===== src/design/erpm_pkg.sv =====
// ----------------------------------------------------------------------------
// erpm_pkg
// Shared types, command codes, register indexes and fixed-point constants of
// the windowed encoder speed estimator.
// ----------------------------------------------------------------------------
package erpm_pkg;

  // Field types
  typedef logic        [1:0]  cmd_t;
  typedef logic signed [20:0] delta_t;
  typedef logic        [19:0] dt_t;
  typedef logic        [15:0] rot_t;
  typedef logic signed [39:0] rpm_t;
  typedef logic        [24:0] ppr_t;
  typedef logic        [16:0] alpha_t;
  typedef logic        [19:0] win_t;
  typedef logic        [3:0]  cfg_idx_t;
  typedef logic        [24:0] cfg_data_t;

  // Command codes
  localparam cmd_t CMD_TICK      = 2'd0;
  localparam cmd_t CMD_BEGIN     = 2'd1;
  localparam cmd_t CMD_CAL_START = 2'd2;
  localparam cmd_t CMD_CAL_END   = 2'd3;

  // Register indexes
  localparam cfg_idx_t REG_STORED_PPR   = 4'd0;
  localparam cfg_idx_t REG_DEFAULT_PPR  = 4'd1;
  localparam cfg_idx_t REG_FILTER_ALPHA = 4'd2;
  localparam cfg_idx_t REG_MIN_WINDOW   = 4'd3;

  // Datapath widths
  localparam int WCNT_W  = 23;  // window counts, signed
  localparam int WUS_W   = 21;  // window microseconds
  localparam int CAL_W   = 32;  // calibration sum, signed
  localparam int NUM_W   = 64;  // divider dividend and quotient
  localparam int DEN_W   = 44;  // divider divisor
  localparam int BLEND_W = 58;  // filter accumulator, signed

  // Constants
  localparam ppr_t   PPR_RESET        = 25'd256000;
  localparam ppr_t   PPR_SANE_MIN     = 25'd128;
  localparam ppr_t   PPR_SANE_MAX     = 25'd25600000;
  localparam alpha_t ALPHA_ONE        = 17'd65536;
  localparam alpha_t ALPHA_RESET      = 17'd13107;
  localparam win_t   MIN_WINDOW_RESET = 20'd10000;
  localparam logic [WUS_W-1:0] STALL_US = 21'd500000;
  // 60e6 us per minute times 2^16 (8 bits of rpm fraction, 8 bits of ppr fraction)
  localparam logic [NUM_W-1:0] NUM_SCALE = 64'd3932160000000;
  localparam logic [BLEND_W-1:0] BLEND_HALF = 58'd32768;

endpackage


===== src/design/erpm_intf.sv =====
// ----------------------------------------------------------------------------
// erpm channel interfaces
// Valid/ready channels for tick items, result items and register writes.
// ----------------------------------------------------------------------------
interface erpm_tick_if import erpm_pkg::*; ();
  logic   valid;
  logic   ready;
  cmd_t   cmd;
  delta_t delta_counts;
  dt_t    dt_us;
  rot_t   rotations;

  modport source (output valid, cmd, delta_counts, dt_us, rotations, input ready);
  modport sink   (input valid, cmd, delta_counts, dt_us, rotations, output ready);
endinterface

interface erpm_result_if import erpm_pkg::*; ();
  logic valid;
  logic ready;
  rpm_t rpm;
  logic rpm_updated;
  logic calibrating;
  logic cal_ok;
  ppr_t effective_ppr;

  modport source (output valid, rpm, rpm_updated, calibrating, cal_ok, effective_ppr,
                  input ready);
  modport sink   (input valid, rpm, rpm_updated, calibrating, cal_ok, effective_ppr,
                  output ready);
endinterface

interface erpm_cfg_if import erpm_pkg::*; ();
  logic      valid;
  logic      ready;
  cfg_idx_t  index;
  cfg_data_t data;

  modport source (output valid, index, data, input ready);
  modport sink   (input valid, index, data, output ready);
endinterface


===== src/design/encoder_windowed_rpm_estimator_top.sv =====
// ----------------------------------------------------------------------------
// encoder_windowed_rpm_estimator_top
// Windowed encoder speed estimator with first-order IIR smoothing and a
// counts-per-revolution calibration sequence. Serial multiply and divide.
// ----------------------------------------------------------------------------
//  channel  | dir | carries                                         | accepted when
//  tick     | in  | cmd, delta_counts, dt_us, rotations             | valid & ready
//  result   | out | rpm, rpm_updated, calibrating, cal_ok, eff. ppr | valid & ready
//  cfg      | in  | index, data (register write)                    | valid & ready
//
//  One item at a time; tick.ready is high only while the sequencer is idle.
//  Plain items go straight to the output state. A tick that makes an estimate runs
//  23 shift-add steps for numerator and divisor, 64 restoring divide steps
//  and 17 shift-add filter steps. Finish calibration runs the 64 divide steps.
//  A result waiting in the output register holds the sequencer before idle.
//  rst is synchronous; cfg.ready is always high.
// ----------------------------------------------------------------------------
module encoder_windowed_rpm_estimator_top import erpm_pkg::*; (
  input  logic         clk,
  input  logic         rst,
  erpm_cfg_if.sink     cfg,
  erpm_tick_if.sink    tick,
  erpm_result_if.source result
);

  // sequencer states
  localparam logic [2:0] ST_IDLE  = 3'd0;
  localparam logic [2:0] ST_MUL   = 3'd1;
  localparam logic [2:0] ST_DIVLD = 3'd2;
  localparam logic [2:0] ST_DIV   = 3'd3;
  localparam logic [2:0] ST_RAW   = 3'd4;
  localparam logic [2:0] ST_BLEND = 3'd5;
  localparam logic [2:0] ST_CALP  = 3'd6;
  localparam logic [2:0] ST_OUT   = 3'd7;

  localparam logic [5:0] MUL_LAST   = 6'(WCNT_W - 1);
  localparam logic [5:0] DIV_LAST   = 6'(NUM_W - 1);
  localparam logic [5:0] BLEND_LAST = 6'($bits(alpha_t) - 1);

  // configuration registers
  ppr_t   stored_ppr;
  ppr_t   default_ppr;
  alpha_t alpha;
  win_t   min_window;

  // estimator state
  logic signed [WCNT_W-1:0] window_counts;
  logic        [WUS_W-1:0]  window_us;
  rpm_t                     filtered_rpm;
  logic                     cal_mode;
  logic signed [CAL_W-1:0]  cal_total;
  ppr_t                     ppr_in_use;

  // sequencer
  logic [2:0] state;
  logic [5:0] cnt;
  logic       neg;
  logic       op_cal;
  logic       upd_flag;
  logic       ok_flag;

  // serial datapath
  logic [WCNT_W-1:0]  mag_sr;
  logic [WUS_W-1:0]   us_sr;
  logic [NUM_W-1:0]   num;
  logic [NUM_W-1:0]   mc_num;
  logic [DEN_W-1:0]   den;
  logic [DEN_W-1:0]   mc_den;
  logic [NUM_W-1:0]   quo;
  logic [DEN_W-1:0]   rem;
  logic [BLEND_W-1:0] acc;
  logic [BLEND_W-1:0] m_raw;
  logic [BLEND_W-1:0] m_flt;
  alpha_t             a_sr;
  alpha_t             b_sr;

  // output register
  logic out_valid;
  rpm_t res_rpm;
  logic res_updated;
  logic res_cal;
  logic res_ok;
  ppr_t res_ppr;

  // combinational helpers
  logic                     accept;
  logic                     can_load;
  logic signed [WCNT_W:0]   wc_sum;
  logic        [WCNT_W-1:0] wc_sat;
  logic        [WCNT_W-1:0] wc_mag;
  logic        [WUS_W-1:0]  us_sum;
  logic        [CAL_W:0]    cal_sum;
  logic        [CAL_W-1:0]  cal_sat;
  logic        [CAL_W-1:0]  cal_mag;
  logic        [NUM_W-1:0]  cal_dividend;
  logic                     stored_sane;
  alpha_t                   alpha_eff;
  logic        [DEN_W:0]    rem_sh;
  logic        [DEN_W+1:0]  div_diff;
  logic                     div_ge;
  logic        [38:0]       q_sat;
  logic        [39:0]       raw_pos;
  logic        [39:0]       raw;
  logic        [BLEND_W-1:0] acc_next;
  ppr_t                     cal_ppr;

  assign accept   = tick.valid && tick.ready;
  assign can_load = !out_valid || result.ready;

  assign tick.ready = (state == ST_IDLE);
  assign cfg.ready  = 1'b1;

  // window and calibration sums, saturating
  assign wc_sum = {window_counts[WCNT_W-1], window_counts}
                + {{(WCNT_W + 1 - $bits(delta_t)){tick.delta_counts[20]}}, tick.delta_counts};
  always_comb begin
    if (wc_sum[WCNT_W] != wc_sum[WCNT_W-1]) begin
      wc_sat = {wc_sum[WCNT_W], {(WCNT_W - 1){~wc_sum[WCNT_W]}}};
    end else begin
      wc_sat = wc_sum[WCNT_W-1:0];
    end
  end
  assign wc_mag = wc_sat[WCNT_W-1] ? (~wc_sat + 1'b1) : wc_sat;
  assign us_sum = window_us + {1'b0, tick.dt_us};

  assign cal_sum = {cal_total[CAL_W-1], cal_total}
                 + {{(CAL_W + 1 - $bits(delta_t)){tick.delta_counts[20]}}, tick.delta_counts};
  always_comb begin
    if (cal_sum[CAL_W] != cal_sum[CAL_W-1]) begin
      cal_sat = {cal_sum[CAL_W], {(CAL_W - 1){~cal_sum[CAL_W]}}};
    end else begin
      cal_sat = cal_sum[CAL_W-1:0];
    end
  end
  assign cal_mag = cal_sat[CAL_W-1] ? (~cal_sat + 1'b1) : cal_sat;
  // |count| * 256 + rotations / 2
  assign cal_dividend = {24'd0, cal_mag, 8'd0} + {49'd0, tick.rotations[15:1]};

  assign stored_sane = (stored_ppr >= PPR_SANE_MIN) && (stored_ppr <= PPR_SANE_MAX);
  assign alpha_eff   = (alpha > ALPHA_ONE) ? ALPHA_ONE : alpha;

  // one restoring divide step
  assign rem_sh   = {rem, quo[NUM_W-1]};
  assign div_diff = {1'b0, rem_sh} - {2'b00, den};
  assign div_ge   = !div_diff[DEN_W+1];

  // raw estimate: saturate magnitude, apply sign
  assign q_sat   = (|quo[NUM_W-1:39]) ? '1 : quo[38:0];
  assign raw_pos = {1'b0, q_sat};
  assign raw     = neg ? (~raw_pos + 1'b1) : raw_pos;

  // filter step: alpha*raw + (1-alpha)*filtered, one bit of each weight
  assign acc_next = acc + (a_sr[0] ? m_raw : '0) + (b_sr[0] ? m_flt : '0);

  assign cal_ppr = ((|quo[NUM_W-1:25]) || (quo[24:0] > PPR_SANE_MAX)) ? PPR_SANE_MAX
                                                                      : quo[24:0];

  // configuration registers; a good calibration also rewrites stored_ppr
  always_ff @(posedge clk) begin
    if (rst) begin
      stored_ppr  <= PPR_RESET;
      default_ppr <= PPR_RESET;
      alpha       <= ALPHA_RESET;
      min_window  <= MIN_WINDOW_RESET;
    end else begin
      if (cfg.valid && cfg.ready) begin
        case (cfg.index)
          // the calibration result takes precedence in its cycle
          REG_STORED_PPR:   if (state != ST_CALP) stored_ppr <= cfg.data;
          REG_DEFAULT_PPR:  default_ppr <= cfg.data;
          REG_FILTER_ALPHA: alpha       <= cfg.data[16:0];
          REG_MIN_WINDOW:   min_window  <= cfg.data[19:0];
          default: ;
        endcase
      end
      if (state == ST_CALP) stored_ppr <= cal_ppr;
    end
  end

  // sequencer, estimator state and output register
  always_ff @(posedge clk) begin
    if (rst) begin
      state         <= ST_IDLE;
      cnt           <= '0;
      window_counts <= '0;
      window_us     <= '0;
      filtered_rpm  <= '0;
      cal_mode      <= 1'b0;
      cal_total     <= '0;
      ppr_in_use    <= PPR_RESET;
      out_valid     <= 1'b0;
      upd_flag      <= 1'b0;
      ok_flag       <= 1'b0;
      op_cal        <= 1'b0;
    end else begin
      // ST_OUT reloads the register itself when it hands over a new item
      if (out_valid && result.ready && (state != ST_OUT)) out_valid <= 1'b0;

      case (state)
        ST_IDLE: begin
          if (accept) begin
            upd_flag <= 1'b0;
            ok_flag  <= 1'b0;
            state    <= ST_OUT;
            case (tick.cmd)
              CMD_TICK: begin
                if (cal_mode) begin
                  cal_total     <= cal_sat;
                  window_counts <= '0;
                  window_us     <= '0;
                end else if (tick.dt_us == '0) begin
                  window_counts <= '0;
                  window_us     <= '0;
                end else if (us_sum > STALL_US) begin
                  // stall: drop the window, keep the speed
                  window_counts <= '0;
                  window_us     <= '0;
                end else if (us_sum >= {1'b0, min_window}) begin
                  window_counts <= '0;
                  window_us     <= '0;
                  if (ppr_in_use != '0) begin
                    mag_sr <= wc_mag;
                    neg    <= wc_sat[WCNT_W-1];
                    us_sr  <= us_sum;
                    num    <= '0;
                    mc_num <= NUM_SCALE;
                    den    <= '0;
                    mc_den <= {{(DEN_W - $bits(ppr_t)){1'b0}}, ppr_in_use};
                    cnt    <= '0;
                    op_cal <= 1'b0;
                    state  <= ST_MUL;
                  end
                end else begin
                  window_counts <= wc_sat;
                  window_us     <= us_sum;
                end
              end
              CMD_BEGIN: begin
                ppr_in_use    <= stored_sane ? stored_ppr : default_ppr;
                filtered_rpm  <= '0;
                cal_mode      <= 1'b0;
                cal_total     <= '0;
                window_counts <= '0;
                window_us     <= '0;
              end
              CMD_CAL_START: begin
                filtered_rpm  <= '0;
                cal_mode      <= 1'b1;
                cal_total     <= '0;
                window_counts <= '0;
                window_us     <= '0;
              end
              CMD_CAL_END: begin
                cal_mode <= 1'b0;
                if ((tick.rotations != '0) && (cal_sat != '0)) begin
                  filtered_rpm  <= '0;
                  cal_total     <= '0;
                  window_counts <= '0;
                  window_us     <= '0;
                  ok_flag       <= 1'b1;
                  quo           <= cal_dividend;
                  den           <= {{(DEN_W - $bits(rot_t)){1'b0}}, tick.rotations};
                  rem           <= '0;
                  cnt           <= '0;
                  op_cal        <= 1'b1;
                  state         <= ST_DIV;
                end
              end
              default: ;
            endcase
          end
        end

        // numerator = |counts| * scale, divisor = us * ppr, one bit a cycle
        ST_MUL: begin
          if (mag_sr[0]) num <= num + mc_num;
          if (us_sr[0])  den <= den + mc_den;
          mag_sr <= mag_sr >> 1;
          us_sr  <= us_sr >> 1;
          mc_num <= mc_num << 1;
          mc_den <= mc_den << 1;
          cnt    <= cnt + 1'b1;
          if (cnt == MUL_LAST) state <= ST_DIVLD;
        end

        // add half the divisor for round to nearest
        ST_DIVLD: begin
          quo   <= num + {{(NUM_W - DEN_W + 1){1'b0}}, den[DEN_W-1:1]};
          rem   <= '0;
          cnt   <= '0;
          state <= ST_DIV;
        end

        ST_DIV: begin
          rem <= div_ge ? div_diff[DEN_W-1:0] : rem_sh[DEN_W-1:0];
          quo <= {quo[NUM_W-2:0], div_ge};
          cnt <= cnt + 1'b1;
          if (cnt == DIV_LAST) state <= op_cal ? ST_CALP : ST_RAW;
        end

        ST_RAW: begin
          acc   <= BLEND_HALF;
          m_raw <= {{(BLEND_W - 40){raw[39]}}, raw};
          m_flt <= {{(BLEND_W - 40){filtered_rpm[39]}}, filtered_rpm};
          a_sr  <= alpha_eff;
          b_sr  <= ALPHA_ONE - alpha_eff;
          cnt   <= '0;
          state <= ST_BLEND;
        end

        ST_BLEND: begin
          acc   <= acc_next;
          m_raw <= m_raw << 1;
          m_flt <= m_flt << 1;
          a_sr  <= a_sr >> 1;
          b_sr  <= b_sr >> 1;
          cnt   <= cnt + 1'b1;
          if (cnt == BLEND_LAST) begin
            // floor divide by 2^16; result always fits 40 bits
            filtered_rpm <= acc_next[55:16];
            upd_flag     <= 1'b1;
            state        <= ST_OUT;
          end
        end

        ST_CALP: begin
          ppr_in_use <= cal_ppr;
          state      <= ST_OUT;
        end

        ST_OUT: begin
          if (can_load) begin
            out_valid   <= 1'b1;
            res_rpm     <= filtered_rpm;
            res_updated <= upd_flag;
            res_cal     <= cal_mode;
            res_ok      <= ok_flag;
            res_ppr     <= ppr_in_use;
            state       <= ST_IDLE;
          end
        end

        default: state <= ST_IDLE;
      endcase
    end
  end

  assign result.valid         = out_valid;
  assign result.rpm           = res_rpm;
  assign result.rpm_updated   = res_updated;
  assign result.calibrating   = res_cal;
  assign result.cal_ok        = res_ok;
  assign result.effective_ppr = res_ppr;

endmodule


===== src/flat_wrapper.sv =====
// flat-port wrapper written by rule: the top's interface ports become plain ports
module encoder_windowed_rpm_estimator_top_flat import erpm_pkg::*;
  (clk, rst, cfg_valid, cfg_index, cfg_data, cfg_ready, tick_valid, tick_cmd, tick_delta_counts, tick_dt_us, tick_rotations, tick_ready, result_valid, result_rpm, result_rpm_updated, result_calibrating, result_cal_ok, result_effective_ppr, result_ready);
  erpm_cfg_if cfg_i ();
  erpm_tick_if tick_i ();
  erpm_result_if result_i ();
  input  logic clk;
  input  logic rst;
  input wire logic [$bits(cfg_i.valid)-1:0] cfg_valid;
  input wire logic [$bits(cfg_i.index)-1:0] cfg_index;
  input wire logic [$bits(cfg_i.data)-1:0] cfg_data;
  output wire logic [$bits(cfg_i.ready)-1:0] cfg_ready;
  input wire logic [$bits(tick_i.valid)-1:0] tick_valid;
  input wire logic [$bits(tick_i.cmd)-1:0] tick_cmd;
  input wire logic [$bits(tick_i.delta_counts)-1:0] tick_delta_counts;
  input wire logic [$bits(tick_i.dt_us)-1:0] tick_dt_us;
  input wire logic [$bits(tick_i.rotations)-1:0] tick_rotations;
  output wire logic [$bits(tick_i.ready)-1:0] tick_ready;
  output wire logic [$bits(result_i.valid)-1:0] result_valid;
  output wire logic [$bits(result_i.rpm)-1:0] result_rpm;
  output wire logic [$bits(result_i.rpm_updated)-1:0] result_rpm_updated;
  output wire logic [$bits(result_i.calibrating)-1:0] result_calibrating;
  output wire logic [$bits(result_i.cal_ok)-1:0] result_cal_ok;
  output wire logic [$bits(result_i.effective_ppr)-1:0] result_effective_ppr;
  input wire logic [$bits(result_i.ready)-1:0] result_ready;
  assign cfg_i.valid = cfg_valid;
  assign cfg_i.index = cfg_index;
  assign cfg_i.data = cfg_data;
  assign cfg_ready = cfg_i.ready;
  assign tick_i.valid = tick_valid;
  assign tick_i.cmd = tick_cmd;
  assign tick_i.delta_counts = tick_delta_counts;
  assign tick_i.dt_us = tick_dt_us;
  assign tick_i.rotations = tick_rotations;
  assign tick_ready = tick_i.ready;
  assign result_valid = result_i.valid;
  assign result_rpm = result_i.rpm;
  assign result_rpm_updated = result_i.rpm_updated;
  assign result_calibrating = result_i.calibrating;
  assign result_cal_ok = result_i.cal_ok;
  assign result_effective_ppr = result_i.effective_ppr;
  assign result_i.ready = result_ready;
  encoder_windowed_rpm_estimator_top u_core (.clk(clk), .rst(rst), .cfg(cfg_i), .tick(tick_i), .result(result_i));
endmodule

===== config.mk =====
export PLATFORM = sky130hd
export DESIGN_NAME = encoder_windowed_rpm_estimator_top_flat
export DESIGN_NICKNAME = d
export VERILOG_FILES = /design/src/design/erpm_pkg.sv /design/src/design/erpm_intf.sv /design/src/design/encoder_windowed_rpm_estimator_top.sv /design/src/flat_wrapper.sv
export SDC_FILE = /design/constraint.sdc
export NUM_CORES = 2
export LEC_CHECK = 0
export BUFFER_PORTS_ARGS = -buffer_cell sky130_fd_sc_hd__buf_2
export CORE_AREA = 2 2 371 373
export DETAILED_ROUTE_END_ITERATION = 10
export DIE_AREA = 0 0 373 375
export GPL_ROUTABILITY_DRIVEN = 1
export GPL_TIMING_DRIVEN = 1
export SYNTH_ARGS = -nofsm -noshare
export SYNTH_HDL_FRONTEND = slang
export SYNTH_SLANG_ARGS = --single-unit

===== constraint.sdc =====
create_clock -name clk -period 35.1 [get_ports clk]
set_input_delay 1.755 -clock clk [delete_from_list [all_inputs] [get_ports clk]]
set_output_delay 1.755 -clock clk [all_outputs]
set_load 0.005 [all_outputs]

Word-level counts from Yosys, hierarchy flattened
Cells that the tools add are included.

operators by class
  add/sub/neg operators = 15
  magnitude comparators = 6
  eq/ne operators = 51
  muxes and demuxes = 142
  bitwise operators = 9
  reduce and logical (&&, ||, !) cells = 54

operator list
  cell                              number
  two-way mux 64 bit                18
  two-way mux 44 bit                19
  case mux 58 bit (2 select lines)  3
  two-way mux 23 bit                14
  case mux 44 bit (2 select lines)  3
  case mux 64 bit (2 select lines)  2
  two-way mux 21 bit                12
  two-way mux 25 bit                8
  case mux 64 bit (3 select lines)  1
  two-way mux 40 bit                4
  case mux 40 bit (2 select lines)  2
  case mux 44 bit (3 select lines)  1
  two-way mux 32 bit                4
  adder 58 bit                      2
  two-way mux 58 bit                2
  case mux 32 bit (3 select lines)  1
  case mux 23 bit (3 select lines)  1
  case mux 17 bit (2 select lines)  2
  adder 64 x 43 -> 64 bit           1
  adder 64 bit                      1
  case mux 21 bit (3 select lines)  1
  case mux 25 bit (2 select lines)  1
  case mux 23 bit (2 select lines)  1
  subtractor 45 x 44 -> 46 bit      1
  other kinds (68)                  172

word-level totals
  flip-flop bits (word level) = 887
  input port bits = 93
  output and inout bits = 71
  logic and storage cells = 312

Depth between registers and ports, before layout
  depth after elaboration = 14
  depth in mapped cells = 40
  mapped depth without buffers = 33

Worst setup path after synthesis
Ideal clock, no wire load.

  path type = input to register
  from = input port tick_delta_counts[13]
  to = register u_core.quo[0], enable pin
  library setup time = 0.708 ns
  arrival = 15.145 ns
  required time = 34.392 ns
  slack = 19.247 ns
  stages on the path = 33
  buffers on the path = 8
  cell sequence = ha_1 -> clkbuf_1 -> a21oi_1 -> nand2_1 -> a21o_1 -> a2111oi_4 -> o31ai_1 -> a2111oi_0 -> o21bai_1 -> a21o_1 -> a21o_1 -> xor2_1 -> ha_1 -> clkbuf_1 -> buf_2 -> buf_2 -> clkbuf_1 -> clkbuf_1 -> clkbuf_1 -> o21ai_0 -> ha_1 -> o21ai_0 -> a21oi_1 -> o21ai_1 -> or3_1 -> buf_6 -> nor3_1 -> and2_1 -> and3_1 -> o211ai_1 -> o31a_1 -> a21oi_1 -> nor3_1

on the way
  word-level cells in the longest chain between the ends = 7
  elaborated cells between the ends (all ways) = 8
  those cells by class = 1 x add/sub; 2 x eq/ne; 1 x mux; 1 x bitwise; 3 x reduce/logical

RTL lines
  what                                                line                                                                                  text
  start, declared                                     flat_wrapper.sv:15                                                                    input wire logic [$bits(tick_i.delta_counts)-1:0] tick_delta_counts;
  adder 32 x 21 -> 33 bit (*)                         encoder_windowed_rpm_estimator_top.sv:127                                             + {{(CAL_W + 1 - $bits(delta_t)){tick.delta_counts[20]}}, tick.delta_counts};
  inequality test 1 bit or NOT 1 bit (tied branches)  encoder_windowed_rpm_estimator_top.sv:129, encoder_windowed_rpm_estimator_top.sv:130
  two-way mux 32 bit (*)                              encoder_windowed_rpm_estimator_top.sv:129                                             if (cal_sum[CAL_W] != cal_sum[CAL_W-1]) begin
  nonzero test 32 bit (*)                             encoder_windowed_rpm_estimator_top.sv:255                                             if ((tick.rotations != '0) && (cal_sat != '0)) begin
  logical AND 1 bit (*)                               encoder_windowed_rpm_estimator_top.sv:255
  inequality test 2 bit (no source line) (*)          n/a
  AND reduction 5 bit (no source line) (*)            n/a
  end signal, assigned                                encoder_windowed_rpm_estimator_top.sv:261                                             quo <= cal_dividend;
  end signal, assigned                                encoder_windowed_rpm_estimator_top.sv:288                                             quo <= num + {{(NUM_W - DEN_W + 1){1'b0}}, den[DEN_W-1:1]};
  end signal, assigned                                encoder_windowed_rpm_estimator_top.sv:296                                             quo <= {quo[NUM_W-2:0], div_ge};
  end, declared                                       encoder_windowed_rpm_estimator_top.sv:69                                              logic [NUM_W-1:0] quo;

Mark *: on every way between the ends. The rest lies on a longest branch, timed or not.
A chain may end at the register's enable or synchronous reset.

Worst setup path in the final report
  from = input port tick_delta_counts[13]
  to = register u_core.window_counts[21]

on the way
  word-level cells in the longest chain between the ends = 8
  elaborated cells between the ends (all ways) = 17
  those cells by class = 2 x add/sub; 3 x eq/ne; 7 x mux; 2 x bitwise; 3 x reduce/logical

RTL lines
  what                                                                             line                                       text
  parallel branches: the longest is 8 deep, another holds adder 32 x 21 -> 33 bit  n/a
  end signal, assigned                                                             encoder_windowed_rpm_estimator_top.sv:234  window_counts <= wc_sat;
  end, declared                                                                    encoder_windowed_rpm_estimator_top.sv:47   logic signed [WCNT_W-1:0] window_counts;

Several ways; the timed one is not identified.

==> results.sh <==
export IMPL_status="complete, no violations"
export IMPL_cts_buffers=95
export IMPL_p_int_mw=2.27
export IMPL_rsz0062_at_grt="no"
export IMPL_fin_crit_sh=0.271
export IMPL_rows=136
export IMPL_whs_ns=0.437
export IMPL_wirelength_um=164000
export IMPL_hold_start="u_core.upd_flag$_SDFFE_PP0P_"
export IMPL_grt_first_pass_wirelength_um=253000
export IMPL_seq_area_frac_synth=0.419
export IMPL_regToRegSetupSlack_ns=26.33
export IMPL_ys_flop_type="edfxtp_1"
export IMPL_setup_violations=0
export IMPL_vias=44700
export IMPL_yosys_area_top_type="edfxtp_1"
export IMPL_fp_dieW_um=373
export IMPL_start_util=0.396
export IMPL_ys_async_sr_fraction=0
export IMPL_yosysMostFrequentCell="nand2_1"
export IMPL_worstPathRequired_ns=35.71
export IMPL_synthTopCellsByCount="nand2_1, edfxtp_1, nor2_1"
export IMPL_cts_tree="done"
export IMPL_core_area_um2=136000
export IMPL_syn_area_um2=53900
export IMPL_fin_nets=6482
export IMPL_syn_nets=6449
export IMPL_end_kind="flop"
export IMPL_yosys_top_cells_area="edfxtp_1, dfxtp_1, ha_1, nand2_1, a21oi_1"
export IMPL_ys_types=98
export IMPL_synthCells=5977
export IMPL_slew_limit_headroom=0.207
export IMPL_arrival_ns=10.13
export IMPL_cts_hold_buf=0
export IMPL_crit_slowest_cell="a21oi_4"
export IMPL_routabilityCongestion=0.920
export IMPL_gr_total_overflow=0
export IMPL_cts_htree_levels=3
export IMPL_power_frac_seq=0.368
export IMPL_whs_path_depth=0
export IMPL_drive_gt1_frac=0.0768
export IMPL_dp_hpwl_um=121000
export IMPL_grt_pass1_vias=42600
export IMPL_fin_skew_ns=0.0783
export IMPL_syn_area_per_cell_um2=9.02
export IMPL_drcViolationCount=0
export IMPL_synth_seq_cells=833
export IMPL_insertion_delay_ns=0.74
export IMPL_cap_viol_max_count=0
export IMPL_slew_viol_final=0
export IMPL_timing_rr_start="u_core.cal_total[13]$_SDFFE_PP0P_"
export IMPL_die_area_um2=140000
export IMPL_portBuffers=162
export IMPL_ys_warnings_count=0
export IMPL_hold_path_endpoint="u_core.result.rpm_updated$_DFFE_PP_"
export IMPL_cts_setup_buffers=0
export IMPL_leakagePower_nw=24.2
export IMPL_utilization=0.437
export IMPL_cts_resized=0
export IMPL_grt_util_all_layers=0.229
export IMPL_crit_path_max_incr_delay_ns=0.62
export IMPL_die_h_um=375
export IMPL_regToRegEndpoint="u_core.window_counts[21]$_SDFFE_PP0P_"
export IMPL_path_max_fanout=49
export IMPL_wl_per_cell_um=20.8
export IMPL_worstRegToRegCells=26
export IMPL_hold_viol=0
export IMPL_vias_per_cell=5.67
export IMPL_cts_root_buf="clkbuf_16"
export IMPL_power_density_nw_per_um2=61.6
export IMPL_crit_type="in -> reg"
export IMPL_fin_setup_tns_ns=0
export IMPL_drt_first_pass_iters=6
export IMPL_synth_edf_count=591
export IMPL_report_power_total_mw=3.67
export IMPL_syn_to_final_growth_pct=10.5
export IMPL_fin_crit_ns=9.51
export IMPL_fmax_mhz=105
export IMPL_p_switching_mw=1.40
export IMPL_switching_share=0.381
export IMPL_cts_sinks=833
export IMPL_pwr_share_comb=0.358
export IMPL_cts_buffer_depth=3
export IMPL_irDropWorstVdd_mv=0.0390
export IMPL_fillerInstances=13300
export IMPL_cp_start_kind="primary input"
export IMPL_clk_pin_slew_ns=0.06
export IMPL_drtAntennaViolNets=0
export IMPL_grt_antenna_before_repair=11
export IMPL_grt_max_degree=171
export IMPL_clockPowerShare=0.274
export IMPL_ioPinCount=164
export IMPL_min_path_type="reg -> reg"
export IMPL_worstMarginPinSlew_ns=1.19
export IMPL_first_iter_violations=4098
export IMPL_netlist_area_leader_share=0.329
state kept, by name (all words and copies together) (netlist names), 40 cells and up:
| register | count |
|---|---|
| u_core.acc | 56 |
| u_core.den | 44 |
| u_core.filtered_rpm | 40 |
| u_core.m_flt | 56 |
| u_core.m_raw | 56 |
| u_core.mc_den | 44 |
| u_core.mc_num | 40 |
| u_core.num | 40 |
| u_core.quo | 64 |
| u_core.rem | 44 |
| u_core.result.rpm | 40 |
power by group through the flow:
stage,registers [mW],logic (mW),clock network (mW)
after global placement,1.37,1.29,0
after floorplan,1.33,0.989,0
final,1.35,1.31,1.01
after CTS,1.35,1.31,1.02
after detailed placement,1.37,1.30,0
after global routing,1.36,1.47,1.06
how the worst max path moves through the flow:
stage,end,start
5_1_grt,u_core.window_counts[21]$_SDFFE_PP0P_,tick_delta_counts[5]
4_1_cts,u_core.window_counts[21]$_SDFFE_PP0P_,tick_delta_counts[13]
2_1_floorplan,u_core.quo[0]$_DFFE_PP_,tick_delta_counts[13]
3_5_place_dp,u_core.window_counts[21]$_SDFFE_PP0P_,tick_delta_counts[13]
6_report,u_core.window_counts[21]$_SDFFE_PP0P_,tick_delta_counts[13]
3_3_place_gp,u_core.window_counts[21]$_SDFFE_PP0P_,tick_delta_counts[5]
cell usage in the layout (no fill, tap or decap), drive strengths merged, types with 20 or more instances in the layout:
cell type,Yosys,routed
a211o,20,20
a211oi,86,86
a21o,190,190
a21oi,471,471
a22o,33,33
a31oi,61,61
and2,55,55
and3,89,89
buf,47,212
clkbuf,229,117
clkinv,2,52
dfxtp,242,242
edfxtp,591,591
fa,64,64
ha,315,315
inv,341,343
mux2i,57,57
nand2,945,945
nand2b,59,59
nand3,118,118
nand3b,56,56
nand4,26,26
nor2,497,497
nor2b,46,46
nor3,119,119
nor3b,24,24
nor4,51,51
o211ai,54,54
o21a,55,55
o21ai,280,280
o21bai,40,40
o2bb2ai,29,29
o31ai,48,48
or2,35,35
or3,52,52
or4,21,21
xnor2,156,156
xor2,128,128
cells by family after synthesis:
logic type                 count (synthesis)  share of synthesized area
xor gates and xnor gates                 284                     0.0461
and+or+nand+nor                         2228                      0.191
DFF                                      833                      0.419
muxes                                     72                     0.0138
AOI/OAI and AO/OA                       1561                      0.189
buffers and inverters                    619                     0.0441
adders and majority gates                379                     0.0968
other                                      1                  0.0000695
worst max-delay path: cells and delay by family:
kind	cells	cell delay (ns)
AOI/OAI and AO/OA	13	4.02
xor gates and xnor gates	1	0.16
adders and majority gates	2	0.92
buffers and inverters	4	1.28
muxes	1	0.28
and+or+nand+nor	6	1.65
per-stage QoR:
step | instance area, um^2 | setup slack [ns] | instances
global route | 59600 | 24.85 | 7888
CTS | 59600 | 25.75 | 7885
finish | 59600 | 25.59 | 7889
global placement | 56400 | 25.17 | 7707
detailed placement | 56400 | 25.09 | 7707
floorplan | 53900 | 19.25 | 5977
cell type report:
class	count	area [um^2]	area share
Multi-Input combinational cell	4525	29100	0.488
Sequential cell	833	22600	0.379
Clock buffer	117	2530	0.0425
Tap cell	1794	2240	0.0377
Inverter	343	1290	0.0217
Timing Repair Buffer	212	1230	0.0206
Clock inverter	61	593	0.00995
Antenna cell	4	10.0	0.000168
layer usage:
metal | up-vias | routed length [um] | part of all wire | track usage
met1 | 21500 | 71900 | 0.44 | 0.303
met4 | 12 | 6500 | 0.040 | 0.0869
li1 | 21600 | - | - | -
met3 | 305 | 10300 | 0.063 | 0.0400
met2 | 1318 | 75600 | 0.46 | 0.373
met5 | - | 75 | 0.00046 | 0
Note: power is estimated with default switching activity, not from simulation.
